`src/rtl/murmur3_hash32_stream_unit_macros.svh`:
```
// Assertion macros shared by the hash stream unit modules.
`ifndef MURMUR3_HASH32_STREAM_UNIT_MACROS_SVH
`define MURMUR3_HASH32_STREAM_UNIT_MACROS_SVH
`ifndef NO_ASSERTIONS
// Check a condition at every rising clock edge outside reset
`define M3H_ASSERT(lbl, clk, rst_n, cond) \
	lbl: assert property (@(posedge clk) disable iff (!rst_n) (cond)) \
		else $error("m3h assertion failed");
// Check a consequence in the same cycle
`define M3H_ASSERT_IMPL(lbl, clk, rst_n, ante, cons) \
	lbl: assert property (@(posedge clk) disable iff (!rst_n) (ante) |-> (cons)) \
		else $error("m3h assertion failed");
// Check a consequence in the following cycle
`define M3H_ASSERT_NEXT(lbl, clk, rst_n, ante, cons) \
	lbl: assert property (@(posedge clk) disable iff (!rst_n) (ante) |=> (cons)) \
		else $error("m3h assertion failed");
`else
`define M3H_ASSERT(lbl, clk, rst_n, cond)
`define M3H_ASSERT_IMPL(lbl, clk, rst_n, ante, cons)
`define M3H_ASSERT_NEXT(lbl, clk, rst_n, ante, cons)
`endif
`endif

```
`src/rtl/m3h_pkg.sv`:
```
// Constants, command types and helpers of the hash stream unit.
`default_nettype none
package m3h_pkg;

	localparam logic [31:0] C1         = 32'hcc9e2d51;
	localparam logic [31:0] C2         = 32'h1b873593;
	localparam logic [31:0] MIX_ADD    = 32'he6546b64;
	localparam logic [31:0] FMIX1      = 32'h85ebca6b;
	localparam logic [31:0] FMIX2      = 32'hc2b2ae35;
	localparam logic [31:0] SEED_RESET = 32'hEE6B27EB;

	localparam int ROT_K   = 15;
	localparam int ROT_H   = 13;
	localparam int SHR_AV1 = 16;
	localparam int SHR_AV2 = 13;

	// Default depth of the command queue between front and back
	localparam int unsigned Q_DEPTH_DEFAULT = 4;

	// One unit of work for the back end
	typedef struct packed {
		logic        do_mix;
		logic        do_final;
		logic        first;
		logic        tail_nz;
		logic [31:0] block;
		logic [23:0] tail;
		logic [31:0] length;
		logic [31:0] seed;
	} cmd_t;

	typedef struct packed {
		logic full;
		logic empty;
	} q_status_t;

	function automatic logic [31:0] rotl32(input logic [31:0] x, input int r);
		return (x << r) | (x >> (32 - r));
	endfunction

endpackage
`default_nettype wire

```
`src/rtl/m3h_front.sv`:
```
// Front end: accepts bytes, packs blocks and issues mix and finish commands.
`default_nettype none
module m3h_front import m3h_pkg::*; (
	input  wire logic        clk,
	input  wire logic        arst_n,
	input  wire logic        in_valid,
	output logic             in_ready,
	input  wire logic [7:0]  data_byte,
	input  wire logic        byte_valid,
	input  wire logic        last_byte,
	input  wire logic [31:0] seed,
	input  wire q_status_t   q_status,
	output logic             q_push,
	output cmd_t             q_cmd
);

	logic [23:0] partial_q;
	logic [1:0]  cnt_q;
	logic [31:0] length_q;
	logic        in_string_q;
	logic        mix_sent_q;
	logic [31:0] string_seed_q;

	logic        accept;
	logic        mix;
	logic [23:0] partial_next;
	logic [1:0]  cnt_next;
	logic [31:0] length_next;

	// Accept whenever the queue has room
	assign in_ready = !q_status.full;
	assign accept   = in_valid && in_ready;
	assign mix      = byte_valid && (cnt_q == 2'd3);

	// Pack the byte little-endian into the partial block
	always_comb begin
		partial_next = partial_q;
		cnt_next     = cnt_q;
		if (byte_valid) begin
			case (cnt_q)
				2'd0:    partial_next = {16'd0, data_byte};
				2'd1:    partial_next = {8'd0, data_byte, partial_q[7:0]};
				2'd2:    partial_next = {data_byte, partial_q[15:0]};
				default: partial_next = '0;
			endcase
			cnt_next = cnt_q + 2'd1;
		end
	end

	assign length_next = length_q + {31'd0, byte_valid};

	// Build the command for this item
	always_comb begin
		q_cmd.do_mix   = mix;
		q_cmd.do_final = last_byte;
		q_cmd.first    = !mix_sent_q;
		q_cmd.tail_nz  = (cnt_next != 2'd0);
		q_cmd.block    = {data_byte, partial_q};
		q_cmd.tail     = partial_next;
		q_cmd.length   = length_next;
		q_cmd.seed     = in_string_q ? string_seed_q : seed;
	end

	assign q_push = accept && (mix || last_byte);

	// Advance the string state; drop it all at the end of a string
	always_ff @(posedge clk or negedge arst_n) begin
		if (!arst_n) begin
			partial_q   <= '0;
			cnt_q       <= '0;
			length_q    <= '0;
			in_string_q <= 1'b0;
			mix_sent_q  <= 1'b0;
		end else if (accept) begin
			if (last_byte) begin
				partial_q   <= '0;
				cnt_q       <= '0;
				length_q    <= '0;
				in_string_q <= 1'b0;
				mix_sent_q  <= 1'b0;
			end else begin
				partial_q <= partial_next;
				cnt_q     <= cnt_next;
				length_q  <= length_next;
				if (byte_valid) begin
					in_string_q <= 1'b1;
				end
				if (mix) begin
					mix_sent_q <= 1'b1;
				end
			end
		end
	end

	// Capture the seed on the first byte of a string
	always_ff @(posedge clk) begin
		if (accept && byte_valid && !in_string_q) begin
			string_seed_q <= seed;
		end
	end

endmodule
`default_nettype wire

```
`src/rtl/m3h_queue.sv`:
```
// Command queue between front and back end.
`default_nettype none
`include "murmur3_hash32_stream_unit_macros.svh"
module m3h_queue import m3h_pkg::*; #(
	parameter int unsigned DEPTH = Q_DEPTH_DEFAULT
) (
	input  wire logic  clk,
	input  wire logic  arst_n,
	input  wire logic  push,
	input  wire cmd_t  push_cmd,
	input  wire logic  pop,
	output cmd_t       head,
	output q_status_t  status
);

	localparam int AW = $clog2(DEPTH);
	localparam int CW = AW + 1;
	localparam logic [CW-1:0] DEPTH_C = CW'(DEPTH);
	localparam logic [AW-1:0] LAST_P  = AW'(DEPTH - 1);
	localparam logic [AW-1:0] PTR_ONE = AW'(1);
	localparam logic [CW-1:0] CNT_ONE = CW'(1);

	cmd_t          mem_q [DEPTH];
	logic [AW-1:0] wr_ptr_q;
	logic [AW-1:0] rd_ptr_q;
	logic [CW-1:0] count_q;

	assign head         = mem_q[rd_ptr_q];
	assign status.full  = (count_q == DEPTH_C);
	assign status.empty = (count_q == '0);

	// Store a pushed command
	always_ff @(posedge clk) begin
		if (push) begin
			mem_q[wr_ptr_q] <= push_cmd;
		end
	end

	// Advance pointers and occupancy
	always_ff @(posedge clk or negedge arst_n) begin
		if (!arst_n) begin
			wr_ptr_q <= '0;
			rd_ptr_q <= '0;
			count_q  <= '0;
		end else begin
			if (push) begin
				wr_ptr_q <= (wr_ptr_q == LAST_P) ? '0 : wr_ptr_q + PTR_ONE;
			end
			if (pop) begin
				rd_ptr_q <= (rd_ptr_q == LAST_P) ? '0 : rd_ptr_q + PTR_ONE;
			end
			if (push && !pop) begin
				count_q <= count_q + CNT_ONE;
			end else if (pop && !push) begin
				count_q <= count_q - CNT_ONE;
			end
		end
	end

	`M3H_ASSERT(a_count_bound, clk, arst_n, count_q <= DEPTH_C)
	`M3H_ASSERT(a_no_overflow, clk, arst_n, !(push && status.full))
	`M3H_ASSERT_IMPL(a_no_underflow, clk, arst_n, pop, count_q != '0)

endmodule
`default_nettype wire

```
`src/rtl/m3h_back.sv`:
```
// Back end: block mix and final avalanche on one shared multiplier.
`default_nettype none
`include "murmur3_hash32_stream_unit_macros.svh"
module m3h_back import m3h_pkg::*; (
	input  wire logic        clk,
	input  wire logic        arst_n,
	input  wire cmd_t        q_head,
	input  wire q_status_t   q_status,
	output logic             q_pop,
	output logic             out_valid,
	input  wire logic        out_ready,
	output logic [31:0]      hash_value
);

	localparam logic [3:0] ST_IDLE = 4'd0;
	localparam logic [3:0] ST_M1   = 4'd1;
	localparam logic [3:0] ST_M2   = 4'd2;
	localparam logic [3:0] ST_M3   = 4'd3;
	localparam logic [3:0] ST_F1   = 4'd4;
	localparam logic [3:0] ST_F2   = 4'd5;
	localparam logic [3:0] ST_F3   = 4'd6;
	localparam logic [3:0] ST_F4   = 4'd7;
	localparam logic [3:0] ST_F5   = 4'd8;
	localparam logic [3:0] ST_F6   = 4'd9;

	logic [3:0]  state_q;
	cmd_t        cmd_q;
	logic [31:0] h_q;
	logic [31:0] k_q;
	logic        out_valid_q;
	logic [31:0] out_data_q;

	logic [31:0] mul_a;
	logic [31:0] mul_b;
	logic [31:0] product;
	logic [31:0] h_rot;
	logic [31:0] h_mixed;
	logic [31:0] fold;
	logic [31:0] fold_av;
	logic        slot_free;

	assign q_pop      = (state_q == ST_IDLE) && !q_status.empty;
	assign slot_free  = !out_valid_q || out_ready;
	assign out_valid  = out_valid_q;
	assign hash_value = out_data_q;

	// Select multiplier operands by step
	always_comb begin
		case (state_q)
			ST_M1: begin
				mul_a = cmd_q.block;
				mul_b = C1;
			end
			ST_M2, ST_F2: begin
				mul_a = rotl32(k_q, ROT_K);
				mul_b = C2;
			end
			ST_F1: begin
				mul_a = {8'd0, cmd_q.tail};
				mul_b = C1;
			end
			ST_F4: begin
				mul_a = k_q;
				mul_b = FMIX1;
			end
			ST_F5: begin
				mul_a = k_q ^ (k_q >> SHR_AV2);
				mul_b = FMIX2;
			end
			default: begin
				mul_a = k_q;
				mul_b = C1;
			end
		endcase
	end

	assign product = mul_a * mul_b;

	// Mix a scrambled block into the hash: rotate, times five, add
	assign h_rot   = rotl32(h_q ^ k_q, ROT_H);
	assign h_mixed = (h_rot << 2) + h_rot + MIX_ADD;

	// Fold in tail and length, then the first avalanche shift
	assign fold    = h_q ^ (cmd_q.tail_nz ? k_q : 32'd0) ^ cmd_q.length;
	assign fold_av = fold ^ (fold >> SHR_AV1);

	// Step the sequencer
	always_ff @(posedge clk or negedge arst_n) begin
		if (!arst_n) begin
			state_q     <= ST_IDLE;
			out_valid_q <= 1'b0;
		end else begin
			// Raise the result when the last step finds the slot free, drop it once taken
			if ((state_q == ST_F6) && slot_free) begin
				out_valid_q <= 1'b1;
			end else if (out_ready) begin
				out_valid_q <= 1'b0;
			end
			case (state_q)
				ST_IDLE: begin
					if (q_pop) begin
						state_q <= q_head.do_mix ? ST_M1 : ST_F1;
					end
				end
				ST_M1:   state_q <= ST_M2;
				ST_M2:   state_q <= ST_M3;
				ST_M3:   state_q <= cmd_q.do_final ? ST_F1 : ST_IDLE;
				ST_F1:   state_q <= ST_F2;
				ST_F2:   state_q <= ST_F3;
				ST_F3:   state_q <= ST_F4;
				ST_F4:   state_q <= ST_F5;
				ST_F5:   state_q <= ST_F6;
				ST_F6: begin
					if (slot_free) begin
						state_q <= ST_IDLE;
					end
				end
				default: state_q <= ST_IDLE;
			endcase
		end
	end

	// Hold the working values
	always_ff @(posedge clk) begin
		case (state_q)
			ST_IDLE: begin
				if (q_pop) begin
					cmd_q <= q_head;
					if (q_head.first) begin
						h_q <= q_head.seed;
					end
				end
			end
			ST_M1, ST_M2, ST_F1, ST_F2, ST_F4, ST_F5: k_q <= product;
			ST_M3: h_q <= h_mixed;
			ST_F3: k_q <= fold_av;
			ST_F6: begin
				if (slot_free) begin
					out_data_q <= k_q ^ (k_q >> SHR_AV1);
				end
			end
			default: ;
		endcase
	end

	`M3H_ASSERT_IMPL(a_mix_order, clk, arst_n, state_q == ST_M3, $past(state_q) == ST_M2)
	`M3H_ASSERT_NEXT(a_hold_result, clk, arst_n, (state_q == ST_F6) && !slot_free, (state_q == ST_F6) && $stable(k_q))
	`M3H_ASSERT_IMPL(a_out_from_final, clk, arst_n, $rose(out_valid_q), $past(state_q) == ST_F6)

endmodule
`default_nettype wire

```
`src/rtl/murmur3_hash32_stream_unit.sv`:
```
// Throughput: one byte item per cycle while the command queue has room; the
// back end runs each 32-bit block through M1, M2 and M3 before the next pop.
// Result path: with the back end idle, the last item's command leaves the queue and
// steps F1 to F6, after M1 to M3 when it completes a block; then m_axis_tvalid rises.
// Reset (arst_n low) clears all control state and loads the seed 0xEE6B27EB.
// Top level of the streaming 32-bit hash unit.
`default_nettype none
module murmur3_hash32_stream_unit import m3h_pkg::*; #(
	parameter int unsigned QUEUE_DEPTH = Q_DEPTH_DEFAULT
) (
	input  wire logic        clk,
	input  wire logic        arst_n,
	input  wire logic        s_axis_tvalid,
	output logic             s_axis_tready,
	input  wire logic [7:0]  s_axis_tdata,   // [7:0] data_byte
	input  wire logic [0:0]  s_axis_tuser,   // [0] byte_valid
	input  wire logic        s_axis_tlast,
	output logic             m_axis_tvalid,
	input  wire logic        m_axis_tready,
	output logic [31:0]      m_axis_tdata,   // [31:0] hash_value
	input  wire logic        cfg_valid,
	output logic             cfg_ready,
	input  wire logic [31:0] cfg_data
);

	logic [31:0] seed_q;
	logic        q_push;
	logic        q_pop;
	cmd_t        push_cmd;
	cmd_t        head_cmd;
	q_status_t   q_status;

	// Seed register, writable at any time
	assign cfg_ready = 1'b1;

	always_ff @(posedge clk or negedge arst_n) begin
		if (!arst_n) begin
			seed_q <= SEED_RESET;
		end else if (cfg_valid && cfg_ready) begin
			seed_q <= cfg_data;
		end
	end

	m3h_front u_front (
		.clk        (clk),
		.arst_n     (arst_n),
		.in_valid   (s_axis_tvalid),
		.in_ready   (s_axis_tready),
		.data_byte  (s_axis_tdata),
		.byte_valid (s_axis_tuser[0]),
		.last_byte  (s_axis_tlast),
		.seed       (seed_q),
		.q_status   (q_status),
		.q_push     (q_push),
		.q_cmd      (push_cmd)
	);

	m3h_queue #(
		.DEPTH (QUEUE_DEPTH)
	) u_queue (
		.clk      (clk),
		.arst_n   (arst_n),
		.push     (q_push),
		.push_cmd (push_cmd),
		.pop      (q_pop),
		.head     (head_cmd),
		.status   (q_status)
	);

	m3h_back u_back (
		.clk        (clk),
		.arst_n     (arst_n),
		.q_head     (head_cmd),
		.q_status   (q_status),
		.q_pop      (q_pop),
		.out_valid  (m_axis_tvalid),
		.out_ready  (m_axis_tready),
		.hash_value (m_axis_tdata)
	);

endmodule
`default_nettype wire

```
`config.mk`:
```
export PLATFORM = sky130hd
export DESIGN_NAME = murmur3_hash32_stream_unit
export DESIGN_NICKNAME = d
export VERILOG_FILES = /design/src/rtl/m3h_pkg.sv /design/src/rtl/m3h_front.sv /design/src/rtl/m3h_queue.sv /design/src/rtl/m3h_back.sv /design/src/rtl/murmur3_hash32_stream_unit.sv
export VERILOG_INCLUDE_DIRS = /design/src /design/src/rtl
export SDC_FILE = /design/constraint.sdc
export NUM_CORES = 2
export LEC_CHECK = 0
export BUFFER_PORTS_ARGS = -buffer_cell sky130_fd_sc_hd__buf_2
export CAP_MARGIN = 20
export CORE_ASPECT_RATIO = 2
export CORE_MARGIN = 1
export CORE_UTILIZATION = 40
export CTS_CLUSTER_SIZE = 28
export DETAILED_ROUTE_END_ITERATION = 8
export HOLD_SLACK_MARGIN = 0.05
export PLACE_DENSITY_LB_ADDON = 0.2
export SLEW_MARGIN = 20
export SYNTH_ARGS = -nofsm -noshare
export SYNTH_HDL_FRONTEND = slang
export SYNTH_SLANG_ARGS = --single-unit
```
`constraint.sdc`:
```
create_clock -name clk -period 21.2 [get_ports clk]
set_input_delay 3.18 -clock clk [delete_from_list [all_inputs] [get_ports clk]]
set_output_delay 3.18 -clock clk [all_outputs]
set_load 0.02 [all_outputs]
```
Word level (Yosys, flattened, before mapping). Memories as Yosys holds them, arrays and structs flattened. Index checks and enable logic that the tools add are counted.

Register bits after elaboration: 322. Memory bits (writable): 496. Output and inout port bits: 35. Word-level logic and storage cells: 123. Memories kept: 1.

Add/subtract/negate cells: 8. Multiply operators: 1. Equal/unequal tests: 18. Multiplexer cells: 31. Bitwise gates (word level): 8. Reduce and logical (&&, ||, !) cells: 36.

Memories: u_queue.mem_q (words 4, bits a word 124, rd ports 1, clocked after memory_dff 0, write ports 1, line m3h_queue.sv:23) `cmd_t mem_q [DEPTH];`.

Operators with widths (number): 32-bit 2-to-1 mux (5); 32-bit case mux with 2 select lines (2); 32-bit case mux with 4 select lines (1); 32-bit case mux with 3 select lines (1); 32-bit XOR (3); 24-bit case mux with 3 select lines (1); 32-bit by 16-bit XOR with 32-bit output (2); 24-bit 2-to-1 mux (2); 4-bit case mux with 10 select lines (1); 32-bit by 1-bit adder with 32-bit output (1); 32-bit adder (1); 32-bit adder, second input constant (1); 32-bit by 32-bit multiplier with 32-bit output (1); 32-bit by 13-bit OR with 32-bit output (1); 32-bit by 15-bit OR with 32-bit output (1); 32-bit by 19-bit XOR with 32-bit output (1); 4-bit by 3-bit equality test with 1-bit output, second input constant (4); 2-bit nonzero test (7); 3-bit 2-to-1 mux (4); 2-bit AND reduction (5); 1-bit logical AND (9); 2-bit equality test, second input constant (4); 4-bit by 2-bit equality test with 1-bit output, second input constant (2); 4-bit equality test, second input constant (2); 18 further kinds (40).

Depth between registers and ports, before layout.
Depth after elaboration: 8. Gate-level depth with buffers: 39.

Hierarchy. From an unflattened synthesis, not the netlist that was laid out.

Cells, all modules: 3783. Area, all modules: 49926.6 µm².

Modules (own cells, without submodules): m3h_back (times used 1, cells each 2509, area an instance 25024.0 µm², sequential area each 5710.5 µm²); m3h_queue (times used 1, cells each 685, area an instance 18271.3 µm², sequential area each 15069.5 µm²); m3h_front (times used 1, cells each 519, area an instance 5248.8 µm², sequential area each 2462.4 µm²); murmur3_hash32_stream_unit (times used 1, cells each 70, area an instance 1382.6 µm², sequential area each 827.0 µm²).

Worst setup path after synthesis. Ideal clock, no wire load.

Path type: flip-flop to flip-flop. Start: register u_back.state_q[2]. End: register u_back.k_q[31] (data pin). Library setup time: 268 ps. Arrival time: 8207 ps. Required time: 20932 ps. Setup slack: 12724 ps. Cell stages (with the launch flop): 36. Path buffers: 4. Period minus slack after synthesis: 8476 ps. Cell sequence: dfrtp_1 > buf_2 > or4b_1 > nand2_1 > buf_4 > buf_4 > buf_2 > nand2_1 > o2111ai_1 > inv_2 > nor2_1 > nor2_1 > fa_1 > inv_1 > fa_1 > fa_1 > inv_1 > fa_1 > inv_1 > fa_1 > inv_1 > fa_1 > inv_1 > fa_1 > fa_1 > ha_1 > a21oi_1 > o211a_1 > o21ai_0 > a21oi_1 > o211ai_1 > a21oi_1 > o21a_1 > o21ai_0 > xnor2_1 > mux2i_1.

Cells in the longest elaborated chain, start to end: 5.

RTL lines: start: declaration (line m3h_back.sv:26) `logic [3:0] state_q;`; start signal: assignment (line m3h_back.sv:102) `state_q <= q_head.do_mix ? ST_M1 : ST_F1;`; start signal: assignment (line m3h_back.sv:107) `ST_M3: state_q <= cmd_q.do_final ? ST_F1 : ST_IDLE;`; 4-bit by 2-bit equality test with 1-bit output or 4-bit by 3-bit equality test with 1-bit output (tied branches) (line m3h_back.sv:49, m3h_back.sv:125); 2-bit OR reduction (line m3h_back.sv:49) `case (state_q)`; 32-bit case mux with 4 select lines or 32-bit case mux with 3 select lines (tied branches) (line m3h_back.sv:49); 32-bit by 32-bit multiplier with 32-bit output (line m3h_back.sv:77) `assign product = mul_a * mul_b;`; 32-bit case mux with 2 select lines * (line m3h_back.sv:125) `case (state_q)`; end signal: assignment (line m3h_back.sv:134) `ST_M1, ST_M2, ST_F1, ST_F2, ST_F4, ST_F5: k_q <= product;`; end signal: assignment (line m3h_back.sv:136) `ST_F3: k_q <= fold_av;`; end: declaration (line m3h_back.sv:29) `logic [31:0] k_q;`.

Mark *: on every way between the ends. The rest lies on a longest branch, timed or not. A chain may end at the register's enable or synchronous reset.

Worst setup path in the final report.
Start: register u_back.state_q[0]. End: register u_back.k_q[28] (data pin).

Same word-level chain as after synthesis.

==> impl_metrics.yaml <==
timing:
  period_minus_slack_ns: 11.00
  fmax_ghz: 0.09092
  worst_pin_slew_ns: 1.311
  rsz0062_at_grt: "false"
  finalSetupViolCount: 0
  slew_headroom: 0.1230
  report.final.slew_viol_count: 0
  clock_skew_ns: 0.07751
  finalCritPeriodShare: 0.5188
  fin_setup_tns_ns: 0
  finalHoldViolCount: 0
layout:
  stdcell_area_um2: 54450
  drive_above_1_share: 0.1421
  seqCellArea_um2: 24080
  multi_input_area_um2: 22610
  fin_util: 0.4436
  area_growth_pct: 10.14
  final_nets: 4463
  final.fill_count: 11210
  layoutNonFillerInstCount: 5452
worst_setup_path:
  slowest_delay_ns: 0.94
  cp.required_ns: 21.66
  path_max_fanout: 56
  arrival_ns: 11.46
  cp-end-kind: "flip-flop"
  cpMaxStageDelayCell: "dfrtp_1"
  path_class: "reg -> reg"
  crit_path_start_kind: "flip-flop"
  cpMostUsedCell: "fa_1"
route:
  totalWireLength_um: 183400
  dr_total_vias: 29960
  dr_wl_met3_um: 10340
  met1_length_um: 57580
  drt_pass1_iterations: 9
  wl_met2_um: 93400
  maxUsedRoutingLayer: "met5"
  vias_per_cell: 5.495
  drc: 2
  avgRoutedWirePerCell_um: 33.65
  drtAntennaViolNets: 0
  drtIter0Drc: 2196
synthesis:
  ys_async_sr_fraction: 0.1271
  syn_avg_cell_area_um2: 13.23
  ys_seq_area_frac: 0.4869
  synthCells: 3737
  yosys_warnings: 0
  synthTopCellsByArea: "edfxtp_1, fa_1, mux4_2, ha_1, inv_1"
  ys.flop_type: "edfxtp_1"
  synth_seq_cells: 818
  synth.largest_area_cell: "edfxtp_1"
  ys_types: 81
  synth_top_area_frac: 0.4337
  syn_nets: 4384
  synth_edf_count: 714
  synth_area_um2: 49430
die:
  die_w_um: 250.6
  io_pins: 82
  initial_core_util: 0.4027
  fp.dieH_um: 499.2
  die-area_um2: 125100
  num_rows: 182
  core_um2: 122700
clocking:
  clock-root-buffer: "clkbuf_16"
  cts.repair.resized: 0
  cts_buffers: 74
  cts_tree: "yes"
  clock_path_buffers: 3
  htreeDepth: 3
  clk_latency_ns: 0.73
  clock_sinks: 818
  clkTransAtPathRegs_ns: 0.07
  cts_setup_buffers: 0
  ctsHoldBuffers: 0
placement:
  io_buffer_count: 80
  dpl-instance-area_um2: 51890
  place_inst: 5302
  dp_hpwl_um: 135600
  place_congestion: 1.177
min_path:
  hold_path.class: "reg -> reg"
global_routing:
  grt_max_degree: 112
  track_usage: 0.3035
  grt_overflow: 0
  antenna_found_initial: 22
  grt_pass1_vias: 32320
  grt_pass1_wl_um: 255400
outcome:
  status: "finished, violations left"
  violations: "design-rule violations"
job:
  maxCapViolCount: 0
[worst max-delay path, delay by kind of cell, from the launching register on]
| family | cells | cell delay, ns |
|---|---|---|
| AOI/OAI and AO/OA | 10 | 2.03 |
| and+or+nand+nor | 5 | 1.69 |
| buffers and inverters | 7 | 1.18 |
| adders and majority gates | 9 | 4.44 |
| xor gates and xnor gates | 1 | 0.43 |
| DFF | 1 | 0.94 |
[flip-flops by register name (all words and copies together), names as in the netlist]
| name | count |
|---|---|
| u_front.mix_sent_q | 1 |
| u_back.k_q | 32 |
| u_queue.rd_ptr_q | 2 |
| u_back.state_q | 4 |
| u_back.cmd_q | 90 |
| u_front.string_seed_q | 32 |
| u_front.length_q | 32 |
| u_back.hash_value | 32 |
| u_back.h_q | 32 |
| u_queue.mem_q | 496 |
| u_queue.count_q | 3 |
| seed_q | 32 |
| u_front.cnt_q | 2 |
| u_back.out_valid | 1 |
| u_queue.wr_ptr_q | 2 |
| u_front.partial_q | 24 |
| u_front.in_string_q | 1 |
[final timing paths]
| path | from | end | slack, ns | depth (start not counted) |
|---|---|---|---|---|
| worst min-delay path | seed_q[24] | u_front.string_seed_q[24] | 0.47 | 0 |
| min in group asynchronous | arst_n | u_front.length_q[28] | 2.38 | 1 |
| worst max-delay path | u_back.state_q[0] | u_back.k_q[28] | 10.20 | 32 |
| max in group asynchronous | arst_n | u_queue.rd_ptr_q[1] | 17.52 | 2 |
| worst max register to register | u_back.state_q[0] | u_back.k_q[28] | 10.20 | 32 |
| worst min register to register | seed_q[24] | u_front.string_seed_q[24] | 0.47 | 0 |
[through the flow]
step                      hold WS [ns]  setup slack [ns]
after CTS                       0.4753             10.36
after global placement          0.4557             10.18
after floorplan                 0.4244             12.72
after global routing            0.4865             9.736
final                           0.4749             10.20
after detailed placement        0.4605             10.34
[cell usage after synthesis, types with 83 or more instances]
cell type / instances
edfxtp_1: 714
inv_1: 584
fa_1: 393
nand2_1: 269
nor2_1: 210
ha_1: 207
xnor2_1: 167
mux4_2: 124
clkbuf_1: 117
o21ai_0: 116
a21oi_1: 99
xor2_1: 93
dfrtp_1: 83
[cell usage in the layout, fill, tap and decap left out, drive strengths merged, types with 70 or more instances in the layout]
cell type,synthesis,routed
edfxtp,714,714
inv,595,601
fa,393,393
nand2,272,272
nor2,210,210
ha,207,207
xnor2,168,168
buf,43,162
mux4,124,124
o21ai,124,124
a21oi,99,99
clkbuf,117,99
xor2,94,94
dfrtp,83,83
mux2,70,70
[area by class of cell]
| cell class | instances | area share |
|---|---|---|
| sequential | 818 | 0.4422 |
| multi-input combinational | 2164 | 0.4153 |
| inverter | 595 | 0.04107 |
| clock buffer | 98 | 0.03695 |
| tap | 1564 | 0.03594 |
| timing repair buffer | 163 | 0.01919 |
| clock inverter | 40 | 0.008916 |
| antenna | 10 | 0.0004596 |
[cell families (layout without fill, tap and decap cells)]
group                      count (synthesis)  in the layout  share of synthesized area
adders and majority gates                600            600                     0.2116
AOI/OAI and AO/OA                        429            429                    0.05784
and+or+nand+nor                          651            651                    0.05847
DFF                                      818            818                     0.4869
xor gates and xnor gates                 270            270                    0.05060
buffers and inverters                    755            896                    0.05827
other                                      1             11                 0.00007586
muxes                                    213            213                    0.07629
[routing by layer]
metal | up-vias | GRT usage
met2 | 1026 | 0.5225
met4 | 16 | 0.3018
met5 | - | 0
met3 | 562 | 0.07912
li1 | 12970 | -
met1 | 15390 | 0.2864
Power is left out: the tool's default activity adds up to more than one toggle a clock period on the data nets, which glitch-free logic cannot reach.
